===== config.mk =====
export PLATFORM = sky130hd
export DESIGN_NAME = stc_front
export DESIGN_NICKNAME = d
export VERILOG_FILES = /design/src/sv/set_assoc_cache_tag_controller_core_assert.svh /design/src/sv/stc_pkg.sv /design/src/sv/stc_front.sv
export SDC_FILE = /design/constraint.sdc
export NUM_CORES = 1
export LEC_CHECK = 0
export BUFFER_PORTS_ARGS = -buffer_cell sky130_fd_sc_hd__buf_2
export CORE_UTILIZATION = 50
export DETAILED_ROUTE_END_ITERATION = 6
export GPL_ROUTABILITY_DRIVEN = 0
export PLACE_DENSITY = 0.73
export SLEW_MARGIN = 20
export SYNTH_ARGS = -nofsm -noshare
export SYNTH_HDL_FRONTEND = slang
export SYNTH_SLANG_ARGS = --single-unit
export TNS_END_PERCENT = 10

===== constraint.sdc =====
create_clock -name clk -period 4.3 [get_ports clk]
set_input_delay 0.86 -clock clk [delete_from_list [all_inputs] [get_ports clk]]
set_output_delay 0.86 -clock clk [all_outputs]
set_load 0.02 [all_outputs]

===== src/sv/set_assoc_cache_tag_controller_core_assert.svh =====
`ifndef SET_ASSOC_CACHE_TAG_CONTROLLER_CORE_ASSERT_SVH
`define SET_ASSOC_CACHE_TAG_CONTROLLER_CORE_ASSERT_SVH

// check an implication on every clock edge outside reset
`define STC_ASSERT_IMP(lbl, ante, cons, msg) \
	lbl: assert property (@(posedge clk) disable iff (!arst_n) (ante) |-> (cons)) \
		else $error(msg);

// check an implication in the next cycle
`define STC_ASSERT_NEXT(lbl, ante, cons, msg) \
	lbl: assert property (@(posedge clk) disable iff (!arst_n) (ante) |=> (cons)) \
		else $error(msg);

`endif


===== src/sv/stc_pkg.sv =====
`default_nettype none
package stc_pkg;
	localparam int SETS       = 16;
	localparam int WAYS_N     = 4;
	localparam int LINE_BYTES = 64;
	localparam int NLINES     = SETS * WAYS_N;
	localparam int OFF_W      = $clog2(LINE_BYTES);
	localparam int SET_W      = (SETS > 1) ? $clog2(SETS) : 1;
	localparam int WAY_W      = (WAYS_N > 1) ? $clog2(WAYS_N) : 1;
	localparam int LIDX_W     = (NLINES > 1) ? $clog2(NLINES) : 1;
	localparam int TAG_W      = 64;
	localparam int ENT_W      = TAG_W + 32;

	localparam logic [2:0] FN_READ      = 3'd0;
	localparam logic [2:0] FN_WRITE     = 3'd1;
	localparam logic [2:0] FN_ZERO      = 3'd2;
	localparam logic [2:0] FN_FLUSH     = 3'd3;
	localparam logic [2:0] FN_CLEAR     = 3'd4;
	localparam logic [2:0] FN_FLUSH_ALL = 3'd5;
	localparam logic [2:0] FN_CLEAR_ALL = 3'd6;
	localparam logic [2:0] FN_NONE      = 3'd7;

	typedef struct packed {
		logic [2:0]  func;
		logic [31:0] req_addr_hi;
		logic [31:0] req_addr_lo;
	} req_t;

	typedef struct packed {
		logic        hit;
		logic [3:0]  set_index;
		logic [1:0]  way_index;
		logic [5:0]  byte_offset;
		logic        writeback;
		logic [31:0] victim_hi;
		logic [31:0] victim_lo;
		logic        fill;
		logic        last;
	} rsp_t;

	typedef struct packed {
		logic [2:0]       func;
		logic [31:0]      hi;
		logic [31:0]      start;
		logic [SET_W-1:0] set;
		logic [5:0]       off;
	} work_t;

	function automatic logic [LIDX_W-1:0] lidx(input logic [SET_W-1:0] s,
		input logic [WAY_W-1:0] w);
		lidx = LIDX_W'(int'(s) * WAYS_N + int'(w));
	endfunction
endpackage
`default_nettype wire


===== src/sv/stc_front.sv =====
`default_nettype none
module stc_front (
	input  wire logic          clk,
	input  wire logic          arst_n,
	input  wire logic          in_valid,
	output logic               in_ready,
	input  wire stc_pkg::req_t in_data,
	output logic               q_valid,
	output stc_pkg::work_t     q_item,
	input  wire logic          q_pop
);
	import stc_pkg::*;

	work_t      ent_q [2];
	logic       wp_q;
	logic       rp_q;
	logic [1:0] cnt_q;
	work_t      dec;
	logic       push;

	always_comb begin
		dec.func  = in_data.func;
		dec.hi    = in_data.req_addr_hi;
		dec.start = in_data.req_addr_lo & ~32'(LINE_BYTES - 1);
		dec.set   = SET_W'((in_data.req_addr_lo >> OFF_W) % SETS);
		dec.off   = 6'(in_data.req_addr_lo & 32'(LINE_BYTES - 1));
	end

	assign in_ready = (cnt_q != 2'd2);
	assign push     = in_valid && in_ready;
	assign q_valid  = (cnt_q != 2'd0);
	assign q_item   = ent_q[rp_q];

	always_ff @(posedge clk) begin
		if (push) begin
			ent_q[wp_q] <= dec;
		end
	end

	always_ff @(posedge clk or negedge arst_n) begin
		if (!arst_n) begin
			wp_q  <= 1'b0;
			rp_q  <= 1'b0;
			cnt_q <= 2'd0;
		end else begin
			if (push) begin
				wp_q <= ~wp_q;
			end
			if (q_pop) begin
				rp_q <= ~rp_q;
			end
			cnt_q <= cnt_q + 2'(push) - 2'(q_pop);
		end
	end
endmodule
`default_nettype wire


=== After elaboration in Yosys (flattened, before gate mapping) ===
Memory sizes are Yosys's and may differ from the RTL's.
Cells that the tools add are included.

* Bits in writable memories: 142
* Input port bits: 71
* Flip-flop bits (word level): 4
* Word-level logic and storage cells: 13
* Memories kept: 1

* Bitwise logic cells: 2
* Eq/ne operators: 1
* Add/subtract/negate cells: 2
* Reductions and logical operators: 2
* Multiplexer cells: 2

{| class="wikitable"
|+ Memory list
! name !! depth !! width !! read ports !! clocked after Yosys merged registers in !! wr ports !! RTL line !! RTL
|-
| ent_q || 2 || 71 || 1 || 0 || 1 || stc_front.sv:14 || <nowiki>work_t ent_q [2];</nowiki>
|}

{| class="wikitable"
|+ Operators by type and width
! operator !! count
|-
| adder 2 x 1 -> 2 bit || 1
|-
| two-way mux 1 bit || 2
|-
| inequality test 2 bit, second input constant || 1
|-
| inverter 1 bit || 2
|-
| nonzero test 2 bit || 1
|-
| subtractor 2 x 1 -> 2 bit || 1
|-
| logical AND 1 bit || 1
|}

=== Depth between registers and ports, before layout ===
Gate-level depths: netlist of run 1.

* Depth after elaboration: 4
* Gate-level depth with buffers: 5
* Mapped depth without buffers: 5

=== Least setup slack after synthesis of run 1 ===
No wires, ideal clock.

* Kind: input port to flip-flop
* Start point: input port in_valid
* End point: memory ent_q[0][0] (netlist bit), enable pin
* Arrival time: 3773 ps
* Path slack: 35 ps
* Stages on the path: 2
* Library setup time: 493 ps
* Cell sequence: nand2_1 -> nor2_1

* Longest elaborated chain between the ends: 3

{| class="wikitable"
|+ Ends and longest elaborated chain
! element !! RTL line !! RTL
|-
| start, declared || stc_front.sv:5 || <nowiki>input wire logic in_valid,</nowiki>
|-
| logical AND 1 bit || stc_front.sv:30 || <nowiki>assign push = in_valid && in_ready;</nowiki>
|-
| two-way mux 1 bit || stc_front.sv:35 || <nowiki>if (push) begin</nowiki>
|-
| two-way mux 1 bit (not written as such) || stc_front.sv:36 || <nowiki>ent_q[wp_q] <= dec;</nowiki>
|-
| end, declared || stc_front.sv:14 ||
|}

Every way passes these cells.

==> run summary, run 1 <==
synthesized area: 5201 um^2
CP endpoint kind: primary output
antenna violations before repair: 0
Seq cells post-synth: 138
CTS root buf: clkbuf_8
Final Hold Vio Count: 0
Post-DP Area: 5991 um^2
f_max: 0.3243 GHz
CP startpoint kind: flop
most frequent cells in the layout: buf_2, edfxtp_1, mux2_2, mux2_4, clkbuf_16
CP Max Fanout: 68
Cells after Synth: 237
Hold Path Class: input port to async pin
Initial Util: 52.49%
pre-CTS setup slack: 1.712 ns
first-pass GRT wire length: 13.50 mm
CTS tree: built
synth unique cells: 20
dpl cells: 501
Avg Cell Area, Syn: 21.95 um^2
Resized cells post-CTS: 0
Worst-Margin Slew: 1.019 ns
grt ovf: 0
DIE AREA: 10,810 um^2
total CTS buffers: 17
initial DRC count: 98
Routed wire per std cell: 16.00 um
sequential share of the synthesized area: 79.29%
Layout area overhead: 26.53%
hold_buf cts: 0
share of post-route cells with drive strength above 1: 61.75%
worst vdd ir: 413.8 uV
number of routed nets with antenna violations: 0
pin count of the biggest net entering global routing: 69
clk buf depth: 2
final wirelength: 8.529 mm
CTS clk-pin slew, worst paths: 0.06 ns
P_leak: 2.544 nW
filler instances: 696
Worst Path Required: 3.44 ns
Yosys Warn Count: 0
Worst Path Arrival: 2.22 ns
Core Area: 9910 um^2
minimum clock period: 3.084 ns
first drt pass iteration count: 5
IO Count: 150
vias: 2,574
# clock sinks: 138
Final setup viols: 0
Die Span Y: 104.0 um
crit share post-route: 71.71%
Final Non-Filler Cells: 533
setup TNS: 0 ns
PnR worst setup slack: 1.216 ns
hpwl dp: 5.275 mm
worst skew pair latency: 0.52 ns
Final Skew: 0.007364 ns
number of slew-limit violations in the final report: 0
number of global-route vias before repair: 2,719
final instance area: 6581 um^2
Port-buffer cells: 143
Rows: 36
Antenna Cells: 0
Die Wd: 104.0 um
WHS: 0.1422 ns
worst setup path class: flop to primary output
outcome: finished clean
Pwr Density: 741.9 nW/um^2
most common cell after layout, fill and taps aside: buf_2
RSZ-0062 raised after global routing: false
gr usage total: 17.04%
postcts setup bufs: 0
Slew HR: 32.09%
H-tree levels: 4
DRC: 0
max_cap viols: 0
Via density: 4.829
nets: 459
flip-flops by register name, summed over array words and instances (netlist names):
| register | cells |
|---|---|
| rp_q | 1 |
| ent_q | 134 |
| cnt_q | 2 |
| wp_q | 1 |
path summary, 6_finish.rpt:
| kind | slack, ns | depth (start not counted) | from | end |
|---|---|---|---|---|
| setup / recovery | 1.22 | 2 | rp_q | q_item[70] |
| hold / removal | 0.14 | 1 | arst_n | cnt_q[0] |
| setup reg to reg | 2.34 | 4 | cnt_q[1] | ent_q[0][67] |
| hold reg to reg | 0.55 | 1 | wp_q | wp_q |
| max in group asynchronous | 4.02 | 1 | arst_n | rp_q |
| min in group clk | 0.53 | 1 | in_data[0] | ent_q[0][0] |
cells by family after synthesis:
logic type	share of synthesized area [%]
AOI/OAI and AO/OA	0.2886
other	0.07210
muxes	15.95
DFF	79.29
buffers and inverters	2.839
adders and majority gates	0.2405
and+or+nand+nor	0.6497
xor gates and xnor gates	0.6737
metal layers:
metal	vias to the layer above	part of all wire [%]	global-route usage (%)
met5	-	0	0
met4	0	1.0	7.857
met3	7	6.8	6.579
met2	100	53	29.00
met1	1247	40	18.86
li1	1220	-	-
synth_stat cells:
cell type / instances / area, um^2
nor3b_1: 1 / 7.510
xor2_1: 1 / 8.760
mux2_4: 20 / 300.3
conb_1: 1 / 3.750
nand2_1: 1 / 3.750
mux2_2: 47 / 529.3
nor2_1: 1 / 3.750
and3_1: 1 / 6.260
dfrtp_1: 4 / 100.1
ha_1: 1 / 12.51
nand2b_1: 1 / 6.260
a21oi_1: 1 / 5.000
buf_2: 4 / 20.02
xnor2_1: 3 / 26.28
a21bo_2: 1 / 10.01
buf_4: 10 / 75.07
edfxtp_1: 134 / 4024
buf_6: 2 / 22.52
buf_8: 2 / 30.03
or2_2: 1 / 6.260
stage by stage:
stage          power [mW]  utilization, %
2_1_floorplan       3.130               -
3_3_place_gp        3.498           60.45
3_5_place_dp        3.523           60.45
4_1_cts             4.950           66.41
5_1_grt             5.102           66.41
6_report            4.882           66.41
power breakdown:
group	internal, mW	switching [mW]	total (mW)
sequential	1.84	0.211	2.05
combinational	0.626	0.787	1.41
clock	0.881	0.535	1.42
final cells by class:
class                           instances  area, um^2  share of cell area [%]
Multi-Input combinational cell         86       960.9                   14.60
Clock buffer                           17       414.1                   6.293
Clock inverter                         15       176.4                   2.681
Sequential cell                       138        4128                   62.72
Timing Repair Buffer                  144       735.7                   11.18
Tap cell                              133       166.4                   2.529
critical path: stages, from the launching register on:
cell	delay [ns]
dfrtp_4	1.09
mux2_2	0.43
buf_2	0.16
Power figures use the tool's default switching activity.
==> run 2, diff against run 1 <==
- ABC_AREA: default -> 1
- CORE_UTILIZATION: 50 -> 46
- PLACE_DENSITY: 0.73 -> 0.71
- clock period: 4.3 -> 2.55 ns (I/O delays scaled with it)
==> run 2 against run 1 <==
  * Sequential cell count unchanged
  * Total power increased by 74%
  * Sequential power increased by 61%
  * Final cell count increased by 4.5%
  * Utilization decreased by 4.8 points
  * Clock skew decreased by 0.0031 ns
  * Combinational power increased by 88%
  * Final area increased by 2.3%
  * Sequential share of layout area decreased by 1.4 points
  * Via count increased by 2.4%
  * First-iteration DRC count increased by 3.1%
  * Critical endpoint is now q_item[64]
  * Largest power group unchanged
==> run summary, run 2 <==
outcome: finished clean
hold_buf cts: 1 (+1)
Worst-Margin Slew: 0.5219 ns (-0.4968 ns)
hold_sp: in_data[21]
reg2reg setup slack: 0.75 ns (-1.59 ns)
CTS clk-pin slew, worst paths: 0.05 ns (about the same)
Antenna Cells: 0 (unchanged)
initial DRC count: 101 (+3.1%)
commonest cells in the netlist: edfxtp_1, mux2_2, mux2_4, buf_4, nand2_1
Cells after Synth: 247 (+4.2%)
crit share post-route: 95.50%
Reg-to-Reg Start: cnt_q[0]
Synth area leaders: edfxtp_1, mux2_2, mux2_4, dfrtp_1, buf_4
H-tree levels: 4 (unchanged)
most frequent cells in the layout: buf_2, edfxtp_1, mux2_2, mux2_4, clkbuf_16
CP endpoint kind: primary output
worst vdd ir: 710.1 uV (+72%)
largest stage delay on the critical path: 0.70 ns (-0.39 ns)
RSZ-0062 raised after global routing: false
Multi-input gate area: 954.7 um^2 (-0.65%)
# clock sinks: 138 (unchanged)
Routed wire per std cell: 15.92 um (-0.53%)
Final Skew: 0.004261 ns (-0.003103 ns)
Worst Path Required: 2.04 ns (-1.40 ns)
pre-CTS setup slack: 0.5055 ns (-1.206 ns)
CP max-delay cell: dfrtp_4
DRC: 0 (unchanged)
CP startpoint kind: flop
CTS root buf: clkbuf_16
minimum clock period: 2.435 ns
IO Count: 150 (unchanged)
switching share of power: 30.14% (-1.3 points)
Rows: 38 (+5.6%)
final wirelength: 8.866 mm (+4.0%)
worst skew pair latency: 0.40 ns (-0.12 ns)
Final Hold Vio Count: 0 (unchanged)
final instance area: 6734 um^2 (+2.3%)
antenna violations before repair: 0 (unchanged)
total CTS buffers: 17 (unchanged)
share of post-route cells with drive strength above 1: 58.75% (-3.0 points)
setup TNS: 0 ns (unchanged)
first drt pass iteration count: 4 (-1)
number of slew-limit violations in the final report: 0 (unchanged)
worst setup path class: flop to primary output
reg2reg path depth: 5 (+1)
Avg Cell Area, Syn: 21.10 um^2 (-3.9%)
post-synth top area cell: edfxtp_1
pin count of the biggest net entering global routing: 35 (-49%)
filler instances: 830 (+19%)
clock group share of total power: 30.0% (+1.0 points)
Final Non-Filler Cells: 557 (+4.5%)
CP Max Fanout: 29 (-57%)
Core Area: 10,940 um^2 (+10%)
Resized cells post-CTS: 0 (unchanged)
Seq. cell area: 4128 um^2 (unchanged)
Final setup viols: 0 (unchanged)
Largest register FFs: 134 (unchanged)
number of routed nets with antenna violations: 0 (unchanged)
grt ovf: 0 (unchanged)
Internal: 5.949 mW (+78%)
top-area cell type share of the netlist area: 77.21% (-0.15 points)
vias: 2,636 (+2.4%)
number of global-route vias before repair: 2,755 (+1.3%)
hpwl dp: 5.959 mm (+13%)
CTS tree: built
combinational power share: 31.1% (+2.2 points)
Die Span Y: 108.4 um (+4.3%)
synthesized area: 5211 um^2 (+0.19%)
clk buf depth: 2 (unchanged)
Die Wd: 108.4 um (+4.3%)
WHS: 0.2935 ns (+0.1513 ns)
most frequent cell after synthesis: edfxtp_1
Yosys Warn Count: 0 (unchanged)
synth unique cells: 17 (-15%)
Hold Path End: ent_q[0][25]
max_cap viols: 0 (unchanged)
Via density: 4.732 (-2.0%)
Post-synth top flop: edfxtp_1
Post-DP Area: 6107 um^2 (+1.9%)
most common cell after layout, fill and taps aside: buf_2
Post-synth ARST share: 2.899% (unchanged)
r2r endpoint: ent_q[1][12]
f_max: 0.4106 GHz
dpl cells: 524 (+4.6%)
Slew HR: 65.13% (+33 points)
largest register by flop count: ent_q
CP cell instances: buf_4, mux2_2, buf_2
Port-buffer cells: 143 (unchanged)
Seq pwr share: 38.9% (-3.2 points)
Psw: 2.566 mW (+67%)
nets: 476 (+3.7%)
first-pass GRT wire length: 13.19 mm (-2.3%)
Hold Path Class: input port to flop
Pwr Density: 1265 nW/um^2 (+70%)
Initial Util: 47.65% (-4.8 points)
Seq cells post-synth: 138 (unchanged)
PnR worst setup slack: 0.1147 ns (-1.102 ns)
hold path cells: 1
Worst Path Arrival: 1.93 ns (-0.29 ns)
Layout area overhead: 29.22%
gr usage total: 15.77% (-1.3 points)
postcts setup bufs: 0 (unchanged)
top flop regs: ent_q (134), cnt_q (2)
sequential share of the synthesized area: 79.14% (-0.15 points)
Post-synth EDFFs: 134 (unchanged)
P_leak: 2.657 nW (+4.4%)
DIE AREA: 11,760 um^2 (+8.7%)
## run 2: area by class of cell
cell class	instances	share of cell area, %
Clock buffer	22	6.596
Inverter	5	0.2787
Tap cell	140	2.601
Sequential cell	138	61.30
Clock inverter	10	2.564
Multi-Input combinational cell	91	14.18
Timing Repair Buffer	151	12.49
## run 2: cells by family (layout without fill, tap and decap cells)
group,count (synthesis),count (layout),share of synthesized area [%]
buf+inv,23,188,3.193
mux,67,67,15.92
compound gates,1,1,0.09595
flops,138,138,79.14
fa+ha+maj,1,1,0.2401
simple gates,15,15,1.176
other cells,1,6,0.07196
xor+xnor,1,1,0.1681
## run 2: worst max-delay path: cells and delay by family (launching register included)
family | cells | cell delay (ns)
buf+inv | 2 | 0.46
mux | 1 | 0.36
flops | 1 | 0.70
## run 2: worst max path at each step
stage                   from     endpoint  slack [ns]  cells past startpoint
floorplan           cnt_q[1]  ent_q[1][0]       -0.41                      3
global placement        rp_q   q_item[61]        0.53                      3
detailed placement      rp_q   q_item[64]        0.51                      3
CTS                     rp_q   q_item[64]        0.06                      3
global route            rp_q   q_item[72]        0.01                      3
finish                  rp_q   q_item[64]        0.11                      3
## run 2: routing by layer
layer	up-vias	global-route usage, %	routed length, um
met5	-	0	0
met4	0	6.660	69
met3	6	6.811	621
met2	95	26.13	4546
met1	1279	17.78	3628
li1	1256	-	-
## run 2: through the flow
stage	util, %	total power, mW
detailed placement	55.85	6.061
finish	61.58	8.515
global placement	55.85	6.001
global route	61.58	8.906
CTS	61.58	8.632
floorplan	-	5.254
## run 2: power by group through the flow
stage | clock network, mW | logic, mW | registers, mW
floorplan | 0 | 2.01 | 3.25
global placement | 0 | 2.66 | 3.34
detailed placement | 0 | 2.69 | 3.37
CTS | 2.60 | 2.70 | 3.33
global route | 2.71 | 2.83 | 3.37
finish | 2.55 | 2.65 | 3.31
==> run 3, diff against run 2 <==
- RECOVER_POWER: default -> 50
==> run 3 against run 2 <==
  * Utilization shrank 0.64 points
  * Global-route usage is the same
  * Fmax is essentially flat
  * Hold slack is essentially flat
  * Clock power is essentially flat
  * Sequential power is essentially flat
  * Count of clock-buffer cells in the layout is the same
  * Register-to-register slack lost 0.49 ns
  * Non-clock buffer count is the same
  * Critical endpoint unchanged
  * Highest routed layer unchanged
==> run summary, run 3 (synthesis results as in run 2) <==
reg2reg path depth: 5 (unchanged)
Final Non-Filler Cells: 557 (unchanged)
Layout area overhead: 27.88%
CTS root buf: clkbuf_16
worst setup path startpoint: rp_q
worst setup path class: flop to primary output
postcts setup bufs: 0 (unchanged)
Core Area: 10,940 um^2 (unchanged)
Post-DP Area: 6107 um^2 (unchanged)
vias: 2,647 (+0.42%)
Internal: 5.907 mW (-0.71%)
CP endpoint kind: primary output
largest register by flop count: ent_q
f_max: 0.4106 GHz (about the same)
RSZ-0062 raised after global routing: false
initial DRC count: 94 (-6.9%)
DIE AREA: 11,760 um^2 (unchanged)
Rows: 38 (unchanged)
grt ovf: 0 (unchanged)
Worst-Margin Slew: 0.8716 ns (+0.3498 ns)
Seq pwr share: 39.2% (+0.3 points)
most frequent cells in the layout: edfxtp_1, buf_2, mux2_2, clkbuf_1, mux2_4
Pwr Density: 1269 nW/um^2 (+0.37%)
first-pass GRT wire length: 13.19 mm (unchanged)
WHS: 0.2930 ns (-0.0004470 ns)
share of post-route cells with drive strength above 1: 52.52% (-6.2 points)
reg2reg setup slack: 0.26 ns (-0.49 ns)
Final setup viols: 0 (unchanged)
clk buf depth: 2 (unchanged)
most common cell after layout, fill and taps aside: edfxtp_1
nets: 476 (unchanged)
Final Skew: 0.004724 ns (+0.0004630 ns)
worst vdd ir: 718.7 uV (+1.2%)
IO Count: 150 (unchanged)
final instance area: 6664 um^2 (-1.0%)
dpl cells: 524 (unchanged)
Routed wire per std cell: 15.88 um (-0.21%)
final wirelength: 8.847 mm (-0.21%)
top flop regs: ent_q (134), cnt_q (2)
Largest register FFs: 134 (unchanged)
CP Max Fanout: 29 (unchanged)
H-tree levels: 4 (unchanged)
Hold Path Class: input port to flop
Power Total: 8.458 mW (-0.67%)
Final Util: 60.94% (-0.64 points)
antenna violations before repair: 0 (unchanged)
Psw: 2.551 mW (-0.57%)
number of routed nets with antenna violations: 0 (unchanged)
number of slew-limit violations in the final report: 0 (unchanged)
Worst Path Required: 2.04 ns (about the same)
DRC: 0 (unchanged)
CTS tree: built
crit share post-route: 95.50% (about the same)
Reg-to-Reg Start: cnt_q[0]
Port-buffer cells: 143 (unchanged)
combinational power share: 30.6% (-0.5 points)
clock group share of total power: 30.2% (+0.2 points)
gr usage total: 15.77% (unchanged)
CTS clk-pin slew, worst paths: 0.05 ns (about the same)
outcome: finished clean
max_cap viols: 0 (unchanged)
CP startpoint kind: flop
minimum clock period: 2.435 ns (+0.00002000 ns)
first drt pass iteration count: 4 (unchanged)
# clock sinks: 138 (unchanged)
Final Hold Vio Count: 0 (unchanged)
Initial Util: 47.65% (unchanged)
P_leak: 2.577 nW (-3.0%)
worst skew pair latency: 0.40 ns (about the same)
pin count of the biggest net entering global routing: 35 (unchanged)
total CTS buffers: 17 (unchanged)
Die Wd: 108.4 um (unchanged)
hold path cells: 1 (unchanged)
hold_sp: in_data[4]
switching share of power: 30.17% (about the same)
hpwl dp: 5.959 mm (unchanged)
Die Span Y: 108.4 um (unchanged)
Antenna Cells: 0 (unchanged)
Via density: 4.752 (+0.42%)
Worst Path Arrival: 1.93 ns (about the same)
Slew HR: 41.83% (-23 points)
number of global-route vias before repair: 2,755 (unchanged)
==> run 3: changes by cell type in the layout (fill, tap and decap cells not counted), sizes merged <==
cell	change
clkbuf	+28
buf	-28
==> run 3: timing repair <==
item                                   4_1_cts  5_1_grt
endpoints found under the hold margin        4        0
gates resized for setup                      0        0
hold buffers                                 1        0
==> run 3: power groups by stage <==
stage               registers [mW]  clock network, mW  logic, mW
global placement              3.34                  0       2.66
detailed placement            3.37                  0       2.69
floorplan                     3.25                  0       2.01
global route                  3.37               2.71       2.77
CTS                           3.33               2.60       2.70
finish                        3.32               2.55       2.59
==> run 3: critical path, stage by stage, from the launching register on <==
cell and delay, ns:
dfrtp_4 0.70, buf_4 0.30, mux2_2 0.36, buf_2 0.16
==> run 3: final cells by class <==
class	count	area [um^2]
clock buffer	22	444.2
inverter	5	18.77
fill	852	4272
clock inverter	10	172.7
timing repair buffer	151	780.7
multi-input combinational	91	944.7
tap	140	175.2
sequential	138	4128
==> run 3: path summary, 6_finish.rpt <==
kind / end
min in group asynchronous: rp_q
worst min register to register: cnt_q[0]
worst max-delay path: q_item[64]
worst max register to register: ent_q[1][12]
max in group asynchronous: rp_q
worst min-delay path: ent_q[1][4]
==> run 3: routing by layer <==
metal  part of all wire (%)  vias to the layer above  routed length (um)  global-route usage (%)
met1                     41                     1288                3632                   17.78
met3                    7.1                        8                 626                   6.811
met4                   0.92                        0                  81                   6.660
li1                       -                     1256                   -                       -
met2                     51                       95                4507                   26.13
met5                      0                        -                   0                       0
==> run 3: per-stage QoR <==
step                      setup TNS (ns)  setup slack (ns)
after detailed placement               0            0.5055
after global placement                 0            0.5339
after CTS                              0           0.06154
after floorplan                   -54.10           -0.4111
final                                  0            0.1147
after global routing                   0           0.01228
